### src/rtl/core/hex_dump_text_decoder_unit_macros.svh
// ----------------------------------------------------------------------------
// Hex dump text decoder assertion macros
// Concurrent assertion forms used by the decoder parser.
// ----------------------------------------------------------------------------
`ifndef HEX_DUMP_TEXT_DECODER_UNIT_MACROS_SVH
`define HEX_DUMP_TEXT_DECODER_UNIT_MACROS_SVH

// Same-cycle implication, disabled while reset is high.
`define HDDU_ASSERT_IMP(label, clk, rst, ante, cons, msg) \
   label: assert property (@(posedge clk) disable iff (rst) (ante) |-> (cons)) \
      else $error(msg);

// Next-cycle implication, disabled while reset is high.
`define HDDU_ASSERT_NXT(label, clk, rst, ante, cons, msg) \
   label: assert property (@(posedge clk) disable iff (rst) (ante) |=> (cons)) \
      else $error(msg);

`endif

### src/rtl/core/hddu_pkg.sv
// ----------------------------------------------------------------------------
// Hex dump text decoder package
// Types and constants shared by the decoder modules.
// ----------------------------------------------------------------------------
`default_nettype none

package hddu_pkg;

   localparam logic [1:0] KIND_BYTE  = 2'd0;
   localparam logic [1:0] KIND_DONE  = 2'd1;
   localparam logic [1:0] KIND_ERROR = 2'd2;

   localparam logic [7:0] CHAR_SPACE   = 8'h20;
   localparam logic [7:0] CHAR_NEWLINE = 8'h0A;

   typedef struct packed {
      logic [7:0] text_char;
      logic       end_of_text;
   } item_type;

   typedef struct packed {
      logic [1:0]  result_kind;
      logic [7:0]  byte_value;
      logic [15:0] byte_count;
   } result_type;

endpackage

`default_nettype wire

### src/rtl/core/hex_dump_text_decoder_unit.sv
// ----------------------------------------------------------------------------
// Hex dump text decoder unit
// Decodes hex dump text, one character per transfer, into bytes and a status.
// ----------------------------------------------------------------------------
// The req channel carries one text character per transfer in req_tdata; a
// transfer with req_tlast high ends the text and its character is ignored.
// The rsp channel carries at most one result per request: a decoded byte
// when the closing space of a digit pair arrives, or the final status for
// an end-of-text transfer. rsp_tuser gives the result kind (byte, done,
// error) and rsp_tdata holds the byte and the saturating byte count.
// A request is held in the input register, and its result is loaded from
// there into the output register, which drives rsp_tvalid. One request is
// taken every cycle as long as results are drained; the output register
// decouples the channels.
// When the receiver stalls, the held result stays stable and the input
// register still takes one further request; requests that give no result
// keep flowing. Reset empties both registers and returns the parser to the
// start of a line with no error and a zero count. After an end-of-text
// transfer the parser is back in that state for the next text.
// ----------------------------------------------------------------------------
`default_nettype none

module hex_dump_text_decoder_unit #(
   parameter int COUNT_BITS = 16
) (
   input  wire logic        clock,
   input  wire logic        reset,
   input  wire logic        req_tvalid,
   output logic             req_tready,
   input  wire logic [7:0]  req_tdata,   // [7:0] text_char
   input  wire logic        req_tlast,   // end_of_text
   output logic             rsp_tvalid,
   input  wire logic        rsp_tready,
   output logic [23:0]      rsp_tdata,   // [7:0] byte_value, [23:8] byte_count
   output logic [1:0]       rsp_tuser    // [1:0] result_kind
);

   logic                 item_valid;
   hddu_pkg::item_type   item;
   logic                 consume;
   logic                 load;
   logic                 out_free;
   hddu_pkg::result_type result;

   hddu_in_reg u_in_reg (
      .clock      (clock),
      .reset      (reset),
      .req_tvalid (req_tvalid),
      .req_tready (req_tready),
      .req_tdata  (req_tdata),
      .req_tlast  (req_tlast),
      .consume    (consume),
      .item_valid (item_valid),
      .item       (item)
   );

   hddu_parser #(
      .COUNT_BITS (COUNT_BITS)
   ) u_parser (
      .clock      (clock),
      .reset      (reset),
      .item_valid (item_valid),
      .item       (item),
      .out_free   (out_free),
      .consume    (consume),
      .load       (load),
      .result     (result)
   );

   hddu_out_reg u_out_reg (
      .clock      (clock),
      .reset      (reset),
      .load       (load),
      .result     (result),
      .out_free   (out_free),
      .rsp_tvalid (rsp_tvalid),
      .rsp_tready (rsp_tready),
      .rsp_tdata  (rsp_tdata),
      .rsp_tuser  (rsp_tuser)
   );

endmodule

`default_nettype wire

### src/rtl/core/hddu_in_reg.sv
// ----------------------------------------------------------------------------
// Hex dump text decoder input register
// Holds one accepted character transfer until the parser consumes it.
// ----------------------------------------------------------------------------
`default_nettype none

module hddu_in_reg (
   input  wire logic              clock,
   input  wire logic              reset,
   input  wire logic              req_tvalid,
   output logic                   req_tready,
   input  wire logic [7:0]        req_tdata,
   input  wire logic              req_tlast,
   input  wire logic              consume,
   output logic                   item_valid,
   output hddu_pkg::item_type     item
);

   logic               valid_ff;
   logic               valid_in;
   hddu_pkg::item_type item_ff;
   logic               accept;

   assign req_tready = !valid_ff || consume;
   assign accept     = req_tvalid && req_tready;

   always_comb begin
      valid_in = valid_ff;
      if (accept) begin
         valid_in = 1'b1;
      end else if (consume) begin
         valid_in = 1'b0;
      end
   end

   always_ff @(posedge clock) begin
      if (reset) begin
         valid_ff <= 1'b0;
      end else begin
         valid_ff <= valid_in;
      end
   end

   always_ff @(posedge clock) begin
      if (accept) begin
         item_ff.text_char   <= req_tdata;
         item_ff.end_of_text <= req_tlast;
      end
   end

   assign item_valid = valid_ff;
   assign item       = item_ff;

endmodule

`default_nettype wire

### src/rtl/core/hddu_parser.sv
// ----------------------------------------------------------------------------
// Hex dump text decoder parser
// Line state, digit pairing, byte counting and final status for one character.
// ----------------------------------------------------------------------------
`default_nettype none

`include "hex_dump_text_decoder_unit_macros.svh"

module hddu_parser #(
   parameter int COUNT_BITS = 16
) (
   input  wire logic                 clock,
   input  wire logic                 reset,
   input  wire logic                 item_valid,
   input  wire hddu_pkg::item_type   item,
   input  wire logic                 out_free,
   output logic                      consume,
   output logic                      load,
   output hddu_pkg::result_type      result
);

   localparam int ShowBits = (COUNT_BITS < 16) ? COUNT_BITS : 16;
   localparam logic [COUNT_BITS-1:0] CountMax = {COUNT_BITS{1'b1}};
   localparam logic [COUNT_BITS-1:0] CountOne = {{(COUNT_BITS-1){1'b0}}, 1'b1};

   typedef enum logic [2:0] {
      PH_LINE_START  = 3'd0,
      PH_FIRST_DIGIT = 3'd1,
      PH_BOTH_DIGITS = 3'd2,
      PH_TRIPLE_DONE = 3'd3,
      PH_SKIP_REST   = 3'd4
   } phase_type;

   phase_type               phase_ff, phase_in;
   logic [7:0]              byte_ff, byte_in;
   logic                    lead_ff, lead_in;
   logic                    error_ff, error_in;
   logic [COUNT_BITS-1:0]   count_ff, count_in;
   logic [COUNT_BITS-1:0]   count_inc;
   logic                    produce;
   logic                    is_hex;
   logic [3:0]              nib;
   logic [4:0]              hex_code;
   logic                    bad_end;
   logic [7:0]              c;

   function automatic logic [4:0] hex_decode(input logic [7:0] ch);
      logic [4:0] r;
      r = 5'h10;
      if (ch inside {[8'h30:8'h39]}) begin
         r = {1'b0, 4'(ch - 8'h30)};
      end else if (ch inside {[8'h61:8'h66]}) begin
         r = {1'b0, 4'(ch - 8'h57)};
      end else if (ch inside {[8'h41:8'h46]}) begin
         r = {1'b0, 4'(ch - 8'h37)};
      end
      return r;
   endfunction

   assign c         = item.text_char;
   assign hex_code  = hex_decode(c);
   assign is_hex    = !hex_code[4];
   assign nib       = hex_code[3:0];
   assign count_inc = (count_ff == CountMax) ? count_ff : count_ff + CountOne;

   always_comb begin
      phase_in            = phase_ff;
      byte_in             = byte_ff;
      lead_in             = lead_ff;
      error_in            = error_ff;
      count_in            = count_ff;
      produce             = 1'b0;
      bad_end             = 1'b0;
      result.result_kind  = hddu_pkg::KIND_BYTE;
      result.byte_value   = 8'h00;
      result.byte_count   = 16'(count_ff[ShowBits-1:0]);
      if (item.end_of_text) begin
         bad_end = error_ff || (phase_ff == PH_FIRST_DIGIT) ||
                   (phase_ff == PH_BOTH_DIGITS) || (phase_ff == PH_TRIPLE_DONE) ||
                   ((phase_ff != PH_SKIP_REST) && lead_ff);
         produce            = 1'b1;
         result.result_kind = bad_end ? hddu_pkg::KIND_ERROR : hddu_pkg::KIND_DONE;
         phase_in           = PH_LINE_START;
         byte_in            = 8'h00;
         lead_in            = 1'b0;
         error_in           = 1'b0;
         count_in           = '0;
      end else if (!error_ff) begin
         case (phase_ff)
            PH_FIRST_DIGIT: begin
               if (is_hex) begin
                  byte_in  = {byte_ff[3:0], nib};
                  phase_in = PH_BOTH_DIGITS;
               end else begin
                  error_in = 1'b1;
               end
            end
            PH_BOTH_DIGITS: begin
               if (c == hddu_pkg::CHAR_SPACE) begin
                  produce           = 1'b1;
                  count_in          = count_inc;
                  result.byte_value = byte_ff;
                  result.byte_count = 16'(count_inc[ShowBits-1:0]);
                  byte_in           = 8'h00;
                  phase_in          = PH_TRIPLE_DONE;
               end else begin
                  error_in = 1'b1;
               end
            end
            PH_TRIPLE_DONE: begin
               if (c == hddu_pkg::CHAR_SPACE) begin
                  phase_in = PH_SKIP_REST;
               end else if (c == hddu_pkg::CHAR_NEWLINE) begin
                  phase_in = PH_LINE_START;
                  lead_in  = 1'b0;
               end else if (is_hex) begin
                  byte_in  = {4'h0, nib};
                  phase_in = PH_FIRST_DIGIT;
               end else begin
                  error_in = 1'b1;
               end
            end
            PH_SKIP_REST: begin
               if (c == hddu_pkg::CHAR_NEWLINE) begin
                  phase_in = PH_LINE_START;
                  lead_in  = 1'b0;
               end
            end
            default: begin
               phase_in = PH_LINE_START;
               if (c == hddu_pkg::CHAR_SPACE) begin
                  lead_in = 1'b1;
               end else if (c == hddu_pkg::CHAR_NEWLINE) begin
                  lead_in = 1'b0;
               end else if (is_hex) begin
                  byte_in  = {4'h0, nib};
                  lead_in  = 1'b0;
                  phase_in = PH_FIRST_DIGIT;
               end else begin
                  error_in = 1'b1;
               end
            end
         endcase
      end
   end

   assign consume = item_valid && (!produce || out_free);
   assign load    = consume && produce;

   always_ff @(posedge clock) begin
      if (reset) begin
         phase_ff <= PH_LINE_START;
         byte_ff  <= 8'h00;
         lead_ff  <= 1'b0;
         error_ff <= 1'b0;
         count_ff <= '0;
      end else if (consume) begin
         phase_ff <= phase_in;
         byte_ff  <= byte_in;
         lead_ff  <= lead_in;
         error_ff <= error_in;
         count_ff <= count_in;
      end
   end

   `HDDU_ASSERT_IMP(a_silent_after_error, clock, reset, item_valid && error_ff && !item.end_of_text, !produce, "parser produced a result after an error")
   `HDDU_ASSERT_NXT(a_end_restarts, clock, reset, consume && item.end_of_text, (phase_ff == PH_LINE_START) && !error_ff && !lead_ff && (count_ff == '0), "parser did not return to line start after end of text")
   `HDDU_ASSERT_IMP(a_byte_from_pair, clock, reset, load && (result.result_kind == hddu_pkg::KIND_BYTE), phase_ff == PH_BOTH_DIGITS, "byte emitted outside the digit pair phase")
   `HDDU_ASSERT_NXT(a_count_saturates, clock, reset, (count_ff == CountMax) && !(consume && item.end_of_text), count_ff == CountMax, "byte count left its saturated value")

endmodule

`default_nettype wire

### src/rtl/core/hddu_out_reg.sv
// ----------------------------------------------------------------------------
// Hex dump text decoder output register
// Holds one result transfer until the receiver takes it.
// ----------------------------------------------------------------------------
`default_nettype none

module hddu_out_reg (
   input  wire logic                 clock,
   input  wire logic                 reset,
   input  wire logic                 load,
   input  wire hddu_pkg::result_type result,
   output logic                      out_free,
   output logic                      rsp_tvalid,
   input  wire logic                 rsp_tready,
   output logic [23:0]               rsp_tdata,
   output logic [1:0]                rsp_tuser
);

   logic                 valid_ff;
   logic                 valid_in;
   hddu_pkg::result_type result_ff;

   assign out_free = !valid_ff || rsp_tready;

   always_comb begin
      valid_in = valid_ff;
      if (load) begin
         valid_in = 1'b1;
      end else if (rsp_tready) begin
         valid_in = 1'b0;
      end
   end

   always_ff @(posedge clock) begin
      if (reset) begin
         valid_ff <= 1'b0;
      end else begin
         valid_ff <= valid_in;
      end
   end

   always_ff @(posedge clock) begin
      if (load) begin
         result_ff <= result;
      end
   end

   assign rsp_tvalid = valid_ff;
   assign rsp_tdata  = {result_ff.byte_count, result_ff.byte_value};
   assign rsp_tuser  = result_ff.result_kind;

endmodule

`default_nettype wire

### config.mk
export PLATFORM = sky130hd
export DESIGN_NAME = hex_dump_text_decoder_unit
export DESIGN_NICKNAME = d
export VERILOG_FILES = /design/src/rtl/core/hddu_pkg.sv /design/src/rtl/core/hex_dump_text_decoder_unit.sv /design/src/rtl/core/hddu_in_reg.sv /design/src/rtl/core/hddu_parser.sv /design/src/rtl/core/hddu_out_reg.sv
export VERILOG_INCLUDE_DIRS = /design/src /design/src/rtl/core
export SDC_FILE = /design/constraint.sdc
export NUM_CORES = 1
export LEC_CHECK = 0
export ABC_AREA = 1
export BUFFER_PORTS_ARGS = -buffer_cell sky130_fd_sc_hd__buf_4
export CORE_AREA = 3 3 125 127
export CTS_CLUSTER_DIAMETER = 30
export CTS_CLUSTER_SIZE = 10
export DETAILED_ROUTE_END_ITERATION = 8
export DIE_AREA = 0 0 128 130
export HOLD_SLACK_MARGIN = 0.08
export PLACE_DENSITY = 0.47
export SLEW_MARGIN = 20
export SYNTH_ARGS = -nofsm -noshare
export SYNTH_HDL_FRONTEND = slang
export SYNTH_SLANG_ARGS = --single-unit
### constraint.sdc
create_clock -name clock -period 2.7 [get_ports clock]
set_input_delay 0.81 -clock clock [delete_from_list [all_inputs] [get_ports clock]]
set_output_delay 0.81 -clock clock [all_outputs]
set_load 0.1 [all_outputs]
======== After elaboration in Yosys (flattened, before gate mapping) ========
Index checks and enable logic that the tools add are counted.
operators by class
  reductions and logical operators ........ 27
  add/sub/neg operators ................... 4
  bitwise gates (word level) .............. 2
  equality and inequality tests ........... 20
  $lt $le $gt $ge ......................... 6
  mux-type cells .......................... 56
operators by type and width
  kind                                                            number
  2-to-1 mux 16 bit                                               9
  2-to-1 mux 8 bit                                                7
  2-to-1 mux 3 bit                                                10
  one-hot mux 8 bit (3 select lines)                              1
  2-to-1 mux 1 bit                                                22
  adder 16 x 1 -> 16 bit, second input constant                   1
  equality test 16 bit, second input constant                     1
  >= comparator 8 x 7 -> 1 bit, second input constant             2
  less-or-equal comparator 8 x 7 -> 1 bit, second input constant  2
  2-to-1 mux 5 bit                                                3
  != test 3 bit, second input constant                            5
  one-hot mux 3 bit (4 select lines)                              1
  equality test 8 x 4 -> 1 bit, second input constant             1
  equality test 8 x 6 -> 1 bit, second input constant             1
  >= comparator 8 x 6 -> 1 bit, second input constant             1
  less-or-equal comparator 8 x 6 -> 1 bit, second input constant  1
  != test 4 x 2 -> 1 bit, second input constant                   2
  AND reduction 8 bit                                             1
  nonzero test 2 bit                                              4
  subtractor 4 x 3 -> 4 bit, second input constant                2
  logical AND 1 bit                                               7
  logical OR 1 bit                                                7
  equality test 3 x 2 -> 1 bit, second input constant             2
  != test 6 bit, second input constant                            1
  other kinds (16)                                                21
word-level totals
  logic and storage cells ................. 127
  flip-flop bits (word level) ............. 66
  bits of input ports ..................... 13
  output and inout bits ................... 28

======== Logic depth before layout (Yosys ltp) ========
Gate-level depths: netlist (run 1).
  word-level depth ........................ 11
  gate-level depth with buffers ........... 14
  gate-level depth less buffers ........... 14

======== By module ========
From an unflattened synthesis (run 1), not the netlist that was laid out.
unflattened totals
  cells, all modules ...................... 490
  area, all modules ....................... 3798.6 µm²
by module, submodules not included
  module        instances  seq. area each (µm²)  area each (µm²)  cells each
  hddu_parser   1          580.6                 2657.5           444
  hddu_out_reg  1          800.8                 823.3            31
  hddu_in_reg   1          290.3                 317.8            15

======== Worst setup path before layout (run 1) ========
OpenSTA, ideal clock, no wires.
  path kind ............................... reg-to-output
  start point ............................. register u_out_reg.valid_ff (netlist: u_out_reg.rsp_tvalid)
  end point ............................... output port req_tready
  buffers on the path ..................... 0
  arrival time ............................ 2.012 ns
  cell stages (with the launch flop) ...... 4
  required time ........................... 1.890 ns
  path slack .............................. -0.122 ns
  path through ............................ dfxtp_1 > inv_1 > nor2_1 > nand3_1
between the ends
  cells in the longest elaborated chain, start to end .. 5
RTL lines
  item                    line                              source
  start, declared         hddu_out_reg.sv:19                logic valid_ff;
  start signal, assigned  hddu_out_reg.sv:38                valid_ff <= valid_in;
  logical NOT 1 bit       hddu_out_reg.sv:23                assign out_free = !valid_ff || rsp_tready;
  logical OR 1 bit        hddu_out_reg.sv:23
  logical OR 1 bit        hddu_parser.sv:147                assign consume = item_valid && (!produce || out_free);
  logical AND 1 bit       hddu_parser.sv:147
  logical OR 1 bit        hddu_in_reg.sv:24                 assign req_tready = !valid_ff || consume;
  end, declared           hex_dump_text_decoder_unit.sv:29  output logic req_tready,
No other way between the ends.

======== Worst setup path after layout (run 1) ========
  start point ............................. register u_in_reg.item_ff (netlist bit u_in_reg.item[2])
  end point ............................... output port req_tready
between the ends
  cells in the longest elaborated chain, start to end .. 9
RTL lines
  item                          line                source
  start, declared               hddu_in_reg.sv:21   hddu_pkg::item_type item_ff;
  equality test 8 x 6 -> 1 bit  hddu_parser.sv:99   if (c == hddu_pkg::CHAR_SPACE) begin
  2-to-1 mux 1 bit              hddu_parser.sv:99
  2-to-1 mux 1 bit              hddu_parser.sv:89   case (phase_ff)
  2-to-1 mux 1 bit              hddu_parser.sv:88   end else if (!error_ff) begin
  2-to-1 mux 1 bit              hddu_parser.sv:77   if (item.end_of_text) begin
  logical NOT 1 bit             hddu_parser.sv:147
  logical OR 1 bit              hddu_parser.sv:147
  logical AND 1 bit             hddu_parser.sv:147
  logical OR 1 bit              hddu_in_reg.sv:24
No other way between the ends.

==> results of run 1 <==
## registers in the layout, indices dropped and copies added, names as in the netlist
signal / count
u_in_reg.item: 9
u_in_reg.item_valid: 1
u_out_reg.rsp_tdata: 24
u_out_reg.rsp_tuser: 2
u_out_reg.rsp_tvalid: 1
u_parser.byte_ff: 8
u_parser.count_ff: 16
u_parser.error_ff: 1
u_parser.lead_ff: 1
u_parser.phase_ff: 3
## critical path: stages (launching register included)
cell	delay, ns
edfxtp_1	0.41
inv_1	0.14
ha_4	0.16
nand3_1	0.09
nor2_2	0.15
nand2_2	0.08
nand2_4	0.09
nand3_2	0.11
buf_12	0.19
## through the flow
| stage | util [%] | instances |
|---|---|---|
| final | 31.1 | 717 |
| after global routing | 31.1 | 717 |
| after CTS | 30.9 | 716 |
| after detailed placement | 28.8 | 699 |
| after global placement | 28.8 | 699 |
| after floorplan | - | 481 |
## what timing repair did
action	CTS	global route
endpoints found under the setup margin	1	1
hold buffers	0	0
gates resized for setup	1	5
setup buffers	1	1
## layout make-up
| cell class | count | share of cell area (%) |
|---|---|---|
| well taps | 184 | 5.09 |
| clock buffers | 15 | 6.38 |
| inverters | 64 | 5.31 |
| flip-flops and latches | 66 | 36.9 |
| clock inverters | 1 | 0.111 |
| repair buffers | 51 | 9.01 |
| multi-input cells | 336 | 37.2 |
## cells in the mapped netlist, drive strengths merged
library cell  instances  share of area (%)
a22o                  1               0.24
a21oi                29                4.0
a21boi                1               0.21
o31ai                 1               0.21
dfxtp                31                 17
nand2               117                 13
and2b                 1               0.21
o21ai                30                4.3
ha                    5                1.7
buf                  11                1.8
o21bai                3               0.62
nand4                 7                1.2
nand3b                1               0.21
inv                  64                6.6
a31oi                 1               0.17
o22ai                 2               0.34
nor3                  8                1.5
nor2                 67                7.8
xor2                  3               0.72
edfxtp               35                 29
o211ai                3               0.62
clkbuf                4               0.41
nand3                56                8.7
## power by group
group	internal (W)	switching, W
registers	0.00108	0.0000185
logic	0.0000778	0.000169
clock network	0.000727	0.000439
## logic make-up (layout without fill, tap and decap cells)
group	count (synthesis)	count (layout)	share of synthesized area [%]
AND/OR/NAND/NOR	257	257	32.4
adder cells (fa/ha/maj)	5	5	1.71
buffers and inverters	79	131	8.76
AO/OA/AOI/OAI	71	71	10.7
XOR/XNOR	3	3	0.719
flip-flops	66	66	45.7
## how the worst max path moves through the flow
stage,start,end,slack (ns),cells after the start
final,u_in_reg.item[2]$_DFFE_PP_,req_tready,0.13,8
after global routing,u_in_reg.item[2]$_DFFE_PP_,req_tready,0.006,8
after CTS,u_in_reg.item[2]$_DFFE_PP_,req_tready,0.008,8
after detailed placement,u_in_reg.item[1]$_DFFE_PP_,req_tready,0.31,8
after global placement,u_in_reg.item[1]$_DFFE_PP_,req_tready,0.34,8
after floorplan,u_out_reg.rsp_tvalid$_SDFFE_PP0P_,req_tready,0.15,3
## layer usage
layer	part of all wire (%)	vias to the layer above
met5	0	-
met4	1.6	0
met3	5.9	12
met2	44	71
met1	48	1461
li1	-	1674
==> results.toml, run 1 <==
[clock_tree]
cts_max_level = 3
tritoncts.num_buffers = 9
clock_sink_count = 66
clk_transition_reported_paths_ns = 0.05
tritoncts_clock_tree = "yes"
clk_latency_ns = 0.35
clock_path_buffers = 2
clockRootBuffer = "clkbuf_16"

[finish]
area_of_the_multi_input_gates_sq_um = 1680
postLayoutCellArea_sq_um = 4530
n_fill_cell = 1592
layout_commonest_cell = "nand2_1"
final-seq-area_sq_um = 1670
mostFrequentLayoutCells = "nand2_1, nor2_1, inv_1"
area.growth.synth_to_final_pct = 23.9
final_net_count = 546
number_of_inserted_diodes = 0
drive_gt1_share_pct = 18.4

[detailed_routing]
first_pass_iters = 4
post_drt_wl_per_cell_um = 12.3
antenna_violating_nets_post_route = 0
dr_total_vias = 3218
drc_errors = 0
drt_iter0_drc = 199
drt-vias-per-instance = 4.49
totalWireLength_um = 8850

[status]
run_status = "finished, final reports clean"

[power_and_ir_drop]
power.static_leakage_nw = 1.82
design_power_total_w = 0.00252
total_power_divided_by_cell_area_nw_per_um2 = 556
vdd_ir_drop_max_uv = 193

[synth]
syn-mean-instance-area_sq_um = 7.60
ys.warnings.count = 0
mappedNetlistNets = 499
postSynthRegisterBits = 66
sequential_fraction_of_the_synthesis_area_pct = 45.7
synthDistinctLibCells = 35
netlist_area_sq_um = 3650
synthesis.instances = 481

[sta]
report.final.hold_viol_count = 0
post-route-period-util_pct = 95.4
setup_repair_after_global_routing_missed_its_margin = "false"
fin_worst_skew_ns = 0.00731
fin_tns_setup_ns = 0
finalHoldWorstSlack_ns = 0.477
fmax_mhz = 388
finalSetupViolations = 0
worst_slew_pin_slew_ns = 0.414
final_setup_margin_ns = 0.125
final_period_minus_worst_setup_slack_ns = 2.57
slew_viol_final = 0
worst_slew_margin_rel_pct = 72.4

[die]
ioPinCount = 41
die-area_sq_um = 16600
core_area_sq_um = 14500
fp.dieH_um = 130
placement_rows = 44
die_width_um = 128
starting_utilization_of_the_core_area_pct = 25.1

[global_routing]
antenna_found_initial = 0
groute.usage.overall_pct = 11.4
grt.overflow.total = 0
vias_in_the_first_global_route = 3191
global_route.usage.met2_pct = 16.9
gr-max-usage-layer = "met2"
grt_first_pass_wirelength_um = 15200
gr-usage-met1_pct = 15.3
pin_count_of_the_biggest_net_entering_global_routing = 23
groute.layer.met3.usage_pct = 3.44

[critical_path]
worstPathMaxFanout = 4
arrival_ns = 1.76
cp_required_ns = 1.89
r2r_cells = 8
reg2reg_setup_slack_ns = 0.55
critical_path_class = "reg2out"
setup.worst_path.start_class = "flip-flop"
rr_endpoint = "u_out_reg.rsp_tdata[11]$_DFFE_PP_"
end_kind = "primary output"
reg2reg_from = "u_parser.count_ff[0]$_SDFFE_PP0P_"

[placement]
placedInstanceArea_sq_um = 4190
numPortBuffers = 40
place.detailed.hpwl_um = 6240
routabilityCongestion = 0.815
place_ws_ns = 0.309

[hold_path]
hp-class = "reg2reg"
beginning_of_the_worst_hold_path = "u_parser.byte_ff[6]$_SDFFE_PP0P_"
hold-path-cell-count = 2
whs_endpoint = "u_parser.byte_ff[6]$_SDFFE_PP0P_"

[run]
drv_cap = 0
Power figures use the tool's default switching activity.
==> run 2, diff against run 1 <==
- CORE_AREA: 3 3 125 127 -> 8 8 130 132
- DIE_AREA: 0 0 128 130 -> 0 0 138 140
==> results.toml, run 2 (synthesis gave the netlist of run 1 again) <==
[finish]
n_fill_cell = 1598
final_net_count = 544
drive_gt1_share_pct = 18.5
finalCoreUtilization_pct = 30.2
area.growth.synth_to_final_pct = 22.9
number_of_inserted_diodes = 0
mostFrequentLayoutCells = "nand2_1, nor2_1, inv_1"
largest_reg_flops = 24
fin_cells = 719
layout_commonest_cell = "nand2_1"

[detailed_routing]
drt_iter0_drc = 222
dr_total_vias = 3128
totalWireLength_um = 8790
drt-vias-per-instance = 4.35
first_pass_iters = 4
post_drt_wl_per_cell_um = 12.2
antenna_violating_nets_post_route = 0
drc_errors = 0

[die]
ioPinCount = 41
die_width_um = 138
core_area_sq_um = 14900
die-area_sq_um = 19300
starting_utilization_of_the_core_area_pct = 24.6
placement_rows = 45
fp.dieH_um = 140

[sta]
post-route-period-util_pct = 94.4
final_period_minus_worst_setup_slack_ns = 2.55
worst_slew_margin_rel_pct = 72.1
finalHoldWorstSlack_ns = 0.483
report.final.hold_viol_count = 0
worst_slew_pin_slew_ns = 0.415
setup_repair_after_global_routing_missed_its_margin = "false"
finalSetupViolations = 0
slew_viol_final = 0
fmax_mhz = 392
fin_worst_skew_ns = 0.00646
fin_tns_setup_ns = 0

[critical_path]
worstPathMaxFanout = 4
critical_path.n_buffers_inverters = 2
crit_chain = "inv_1, ha_4, nand3_1, nor2_2, nand2_2, nand2_4, nand3_2, buf_8"
cell_with_the_biggest_individual_delay_on_the_critical_path = "edfxtp_1"
setup.worst_path.start_class = "flip-flop"
end_kind = "primary output"
crit_path_max_incr_delay_ns = 0.39
arrival_ns = 1.74
cell_family_contributing_the_most_delay_on_the_critical_path = "simple AND/OR/NAND/NOR gates"
cp_required_ns = 1.89
critical_path_class = "reg2out"

[clock_tree]
tritoncts_clock_tree = "yes"
cts.hold.buffers_added = 0
tritoncts.num_buffers = 9
clock_path_buffers = 2
cts_max_level = 3
clock_sink_count = 66
clockRootBuffer = "clkbuf_16"
clk_latency_ns = 0.34
clk_transition_reported_paths_ns = 0.06

[global_routing]
grt_first_pass_wirelength_um = 14800
antenna_found_initial = 0
pin_count_of_the_biggest_net_entering_global_routing = 39
grt.overflow.total = 0
vias_in_the_first_global_route = 3005
groute.usage.overall_pct = 9.36

[power_and_ir_drop]
design_power_total_w = 0.00241
total_power_divided_by_cell_area_nw_per_um2 = 536
power.static_leakage_nw = 1.79
vdd_ir_drop_max_uv = 362

[placement]
numPortBuffers = 40
routabilityCongestion = 0.807
place.detailed.hpwl_um = 6210
dp_cells = 701

[hold_path]
hp-class = "reg2reg"

[run]
drv_cap = 0

[status]
run_status = "finished, final reports clean"
[run 2: changes by cell type in the layout (fill, tap and decap cells not counted), moves of 2 or more]
cell        previous run  this run
buf_4                 49        46
clkbuf_1               3         1
clkbuf_8               2         0
clkinv_2               1         3
clkinvlp_4             0         2
[run 2: where the power goes]
part / leakage [nW] / total (W) / internal, W / switching (W)
sequential: 0.620 / 0.00110 / 0.00108 / 0.0000188
clock: 0.126 / 0.00106 / 0.000612 / 0.000447
combinational: 1.05 / 0.000246 / 0.0000767 / 0.000169
[run 2: worst min-delay path: cells and delay by family, from the launching register on]
family | cells | cell delay [ns]
flops | 1 | 0.33
simple gates | 1 | 0.08
compound gates | 1 | 0.04
[run 2: worst paths after layout]
path,from,to,slack (ns),cells after the start
min reg2reg,u_parser.byte_ff[4]$_SDFFE_PP0P_,u_parser.byte_ff[4]$_SDFFE_PP0P_,0.48,2
min,u_parser.byte_ff[4]$_SDFFE_PP0P_,u_parser.byte_ff[4]$_SDFFE_PP0P_,0.48,2
max reg2reg,u_parser.count_ff[0]$_SDFFE_PP0P_,u_out_reg.rsp_tdata[18]$_DFFE_PP_,0.58,10
max,u_in_reg.item[1]$_DFFE_PP_,req_tready,0.15,8
[run 2: repair_timing]
action | 4_1_cts | 5_1_grt
hold endpoints to repair | 0 | 0
pin swaps | 0 | 1
resized for setup | 3 | 3
setup endpoints to repair | 1 | 1
buffers inserted | 1 | 1
[run 2: stage by stage]
| stage | area, sq um | setup WS [ns] |
|---|---|---|
| final | 4490 | 0.151 |
| after global routing | 4490 | 0.00821 |
| after CTS | 4470 | 0.00502 |
| after detailed placement | 4190 | 0.273 |
| after global placement | 4190 | 0.334 |
| after floorplan | 3660 | 0.148 |
[run 2: cell type report]
type / count / area (sq um) / share of cell area [%]
clock buffer: 10 / 229 / 5.10
clock inverter: 6 / 33.8 / 0.752
inverter: 64 / 240 / 5.35
multi-input combinational: 336 / 1680 / 37.5
sequential: 66 / 1670 / 37.2
tap: 188 / 235 / 5.24
timing repair buffer: 49 / 400 / 8.91
[run 2: metal layers]
metal	track usage (%)	up-vias	wire length, um	part of all wire, %
li1	-	1667	-	-
met1	11.5	1395	4260	48
met2	14.3	61	3890	44
met3	2.97	5	553	6.3
met4	4.98	0	82	0.93
met5	0	-	0	0
==> run 3, diff against run 2 <==
- CORE_AREA: 8 8 130 132 -> 8 8 88 90
- DIE_AREA: 0 0 138 140 -> 0 0 96 98
- PLACE_DENSITY: 0.47 -> 0.86
==> results.toml, run 3 (synthesis gave the netlist of run 1 again) <==
[status]
run_status = "finished, final reports clean"

[sta]
worst_slew_pin_slew_ns = 0.413
fin_worst_skew_ns = 0.00585
setup_repair_after_global_routing_missed_its_margin = "false"
fin_tns_setup_ns = 0
slew_viol_final = 0
fmax_mhz = 380
worst_slew_margin_rel_pct = 72.3
report.final.hold_viol_count = 0
finalSetupViolations = 0
post-route-period-util_pct = 97.5
final_period_minus_worst_setup_slack_ns = 2.63

[power_and_ir_drop]
power.static_leakage_nw = 1.74
total_power_divided_by_cell_area_nw_per_um2 = 487
vdd_ir_drop_max_uv = 385
design_power_total_w = 0.00205

[critical_path]
arrival_ns = 1.82
setup.worst_path.start_class = "flip-flop"
cp_required_ns = 1.89
cell_with_the_biggest_individual_delay_on_the_critical_path = "edfxtp_1"
worstPathMaxFanout = 4
end_kind = "primary output"
cell_family_contributing_the_most_delay_on_the_critical_path = "simple AND/OR/NAND/NOR gates"
crit_path_max_incr_delay_ns = 0.41
critical_path.n_buffers_inverters = 2
critical_path_class = "reg2out"
crit_chain = "inv_1, ha_2, nand3_1, nor2_1, nand2_2, nand2_4, nand3_2, buf_6"

[finish]
postLayoutCellArea_sq_um = 4220
n_fill_cell = 528
number_of_inserted_diodes = 0
final_net_count = 542
area.growth.synth_to_final_pct = 15.3
layout_commonest_cell = "nand2_1"
largest_reg_flops = 24
drive_gt1_share_pct = 17.4
mostFrequentLayoutCells = "nand2_1, nor2_1, inv_1"

[global_routing]
pin_count_of_the_biggest_net_entering_global_routing = 28
vias_in_the_first_global_route = 3068
grt_first_pass_wirelength_um = 13000
gr-max-usage-layer = "met2"
gr-usage-met1_pct = 20.3
grt.overflow.total = 0
global_route.usage.met2_pct = 27.5
antenna_found_initial = 0
groute.usage.overall_pct = 17.0
groute.layer.met3.usage_pct = 3.68

[die]
fp.dieH_um = 98
core_area_sq_um = 6490
die_width_um = 96
starting_utilization_of_the_core_area_pct = 56.3
ioPinCount = 41
die-area_sq_um = 9410
placement_rows = 30

[clock_tree]
cts_max_level = 3
clk_latency_ns = 0.34
clockRootBuffer = "clkbuf_8"
tritoncts_clock_tree = "yes"
clock_path_buffers = 2
clk_transition_reported_paths_ns = 0.07
tritoncts.num_buffers = 9
clock_sink_count = 66
cts.hold.buffers_added = 0

[placement]
numPortBuffers = 40
place.detailed.hpwl_um = 5560
placedInstanceArea_sq_um = 4030
routabilityCongestion = 0.959

[detailed_routing]
antenna_violating_nets_post_route = 0
drc_errors = 0
first_pass_iters = 5
dr_total_vias = 3303
totalWireLength_um = 7860
drt_iter0_drc = 279
post_drt_wl_per_cell_um = 12.9
drt-vias-per-instance = 5.42

[hold_path]
hp-class = "reg2reg"

[run]
drv_cap = 0
==> run 3: cell types whose count changed in the layout (fill, tap and decap cells not counted), sizes merged <==
cell	previous run	this run
clkinvlp	2	0
clkinv	4	1
buf	49	47
inv	64	65
clkbuf	10	14
==> run 3: worst min-delay path: cells and delay by family (launching register included) <==
kind               cells  cell delay [ns]
DFF                    1             0.33
AOI/OAI and AO/OA      1             0.04
and+or+nand+nor        1             0.08
==> run 3: power by group <==
group	leakage (nW)	internal (W)	total [W]	switching [W]
logic	1.03	0.0000754	0.000240	0.000165
registers	0.620	0.00108	0.00110	0.0000206
clock network	0.0850	0.000359	0.000710	0.000351
==> run 3: cell type report <==
cell class / count / area (sq um) / area share (%)
Clock buffer: 14 / 153 / 3.62
Sequential cell: 66 / 1670 / 39.7
Tap cell: 80 / 100 / 2.37
Inverter: 64 / 240 / 5.70
Clock inverter: 2 / 11.3 / 0.267
Timing Repair Buffer: 47 / 369 / 8.76
Multi-Input combinational cell: 336 / 1670 / 39.6
==> run 3: per-stage QoR <==
step | worst slack (ns) | hold WS [ns] | util [%] | std cells
floorplan | 0.148 | 0.452 | - | 481
global placement | 0.373 | 0.463 | 62.1 | 591
detailed placement | 0.284 | 0.473 | 62.1 | 591
CTS | 0.0687 | 0.489 | 64.9 | 609
global route | 0.00282 | 0.517 | 64.9 | 609
finish | 0.0672 | 0.485 | 64.9 | 609
==> run 3: what timing repair did <==
action                                  4_1_cts  5_1_grt
endpoints found under the setup margin        1        0
gates resized for setup                       2        0
setup buffers                                 2        0
==> run 3: routing by layer <==
layer | share of wire [%] | routed length (um)
met1 | 43 | 3340
met2 | 48 | 3790
met3 | 7.3 | 574
met4 | 1.9 | 150
met5 | 0 | 0
==> run 3: worst paths after layout <==
path	from	end	slack, ns	cells past startpoint
worst min-delay path	u_parser.byte_ff[7]$_SDFFE_PP0P_	u_parser.byte_ff[7]$_SDFFE_PP0P_	0.48	2
worst min register to register	u_parser.byte_ff[7]$_SDFFE_PP0P_	u_parser.byte_ff[7]$_SDFFE_PP0P_	0.48	2
worst max register to register	u_in_reg.item[1]$_DFFE_PP_	u_out_reg.rsp_tdata[13]$_DFFE_PP_	0.48	10
worst max-delay path	u_in_reg.item[1]$_DFFE_PP_	req_tready	0.07	8
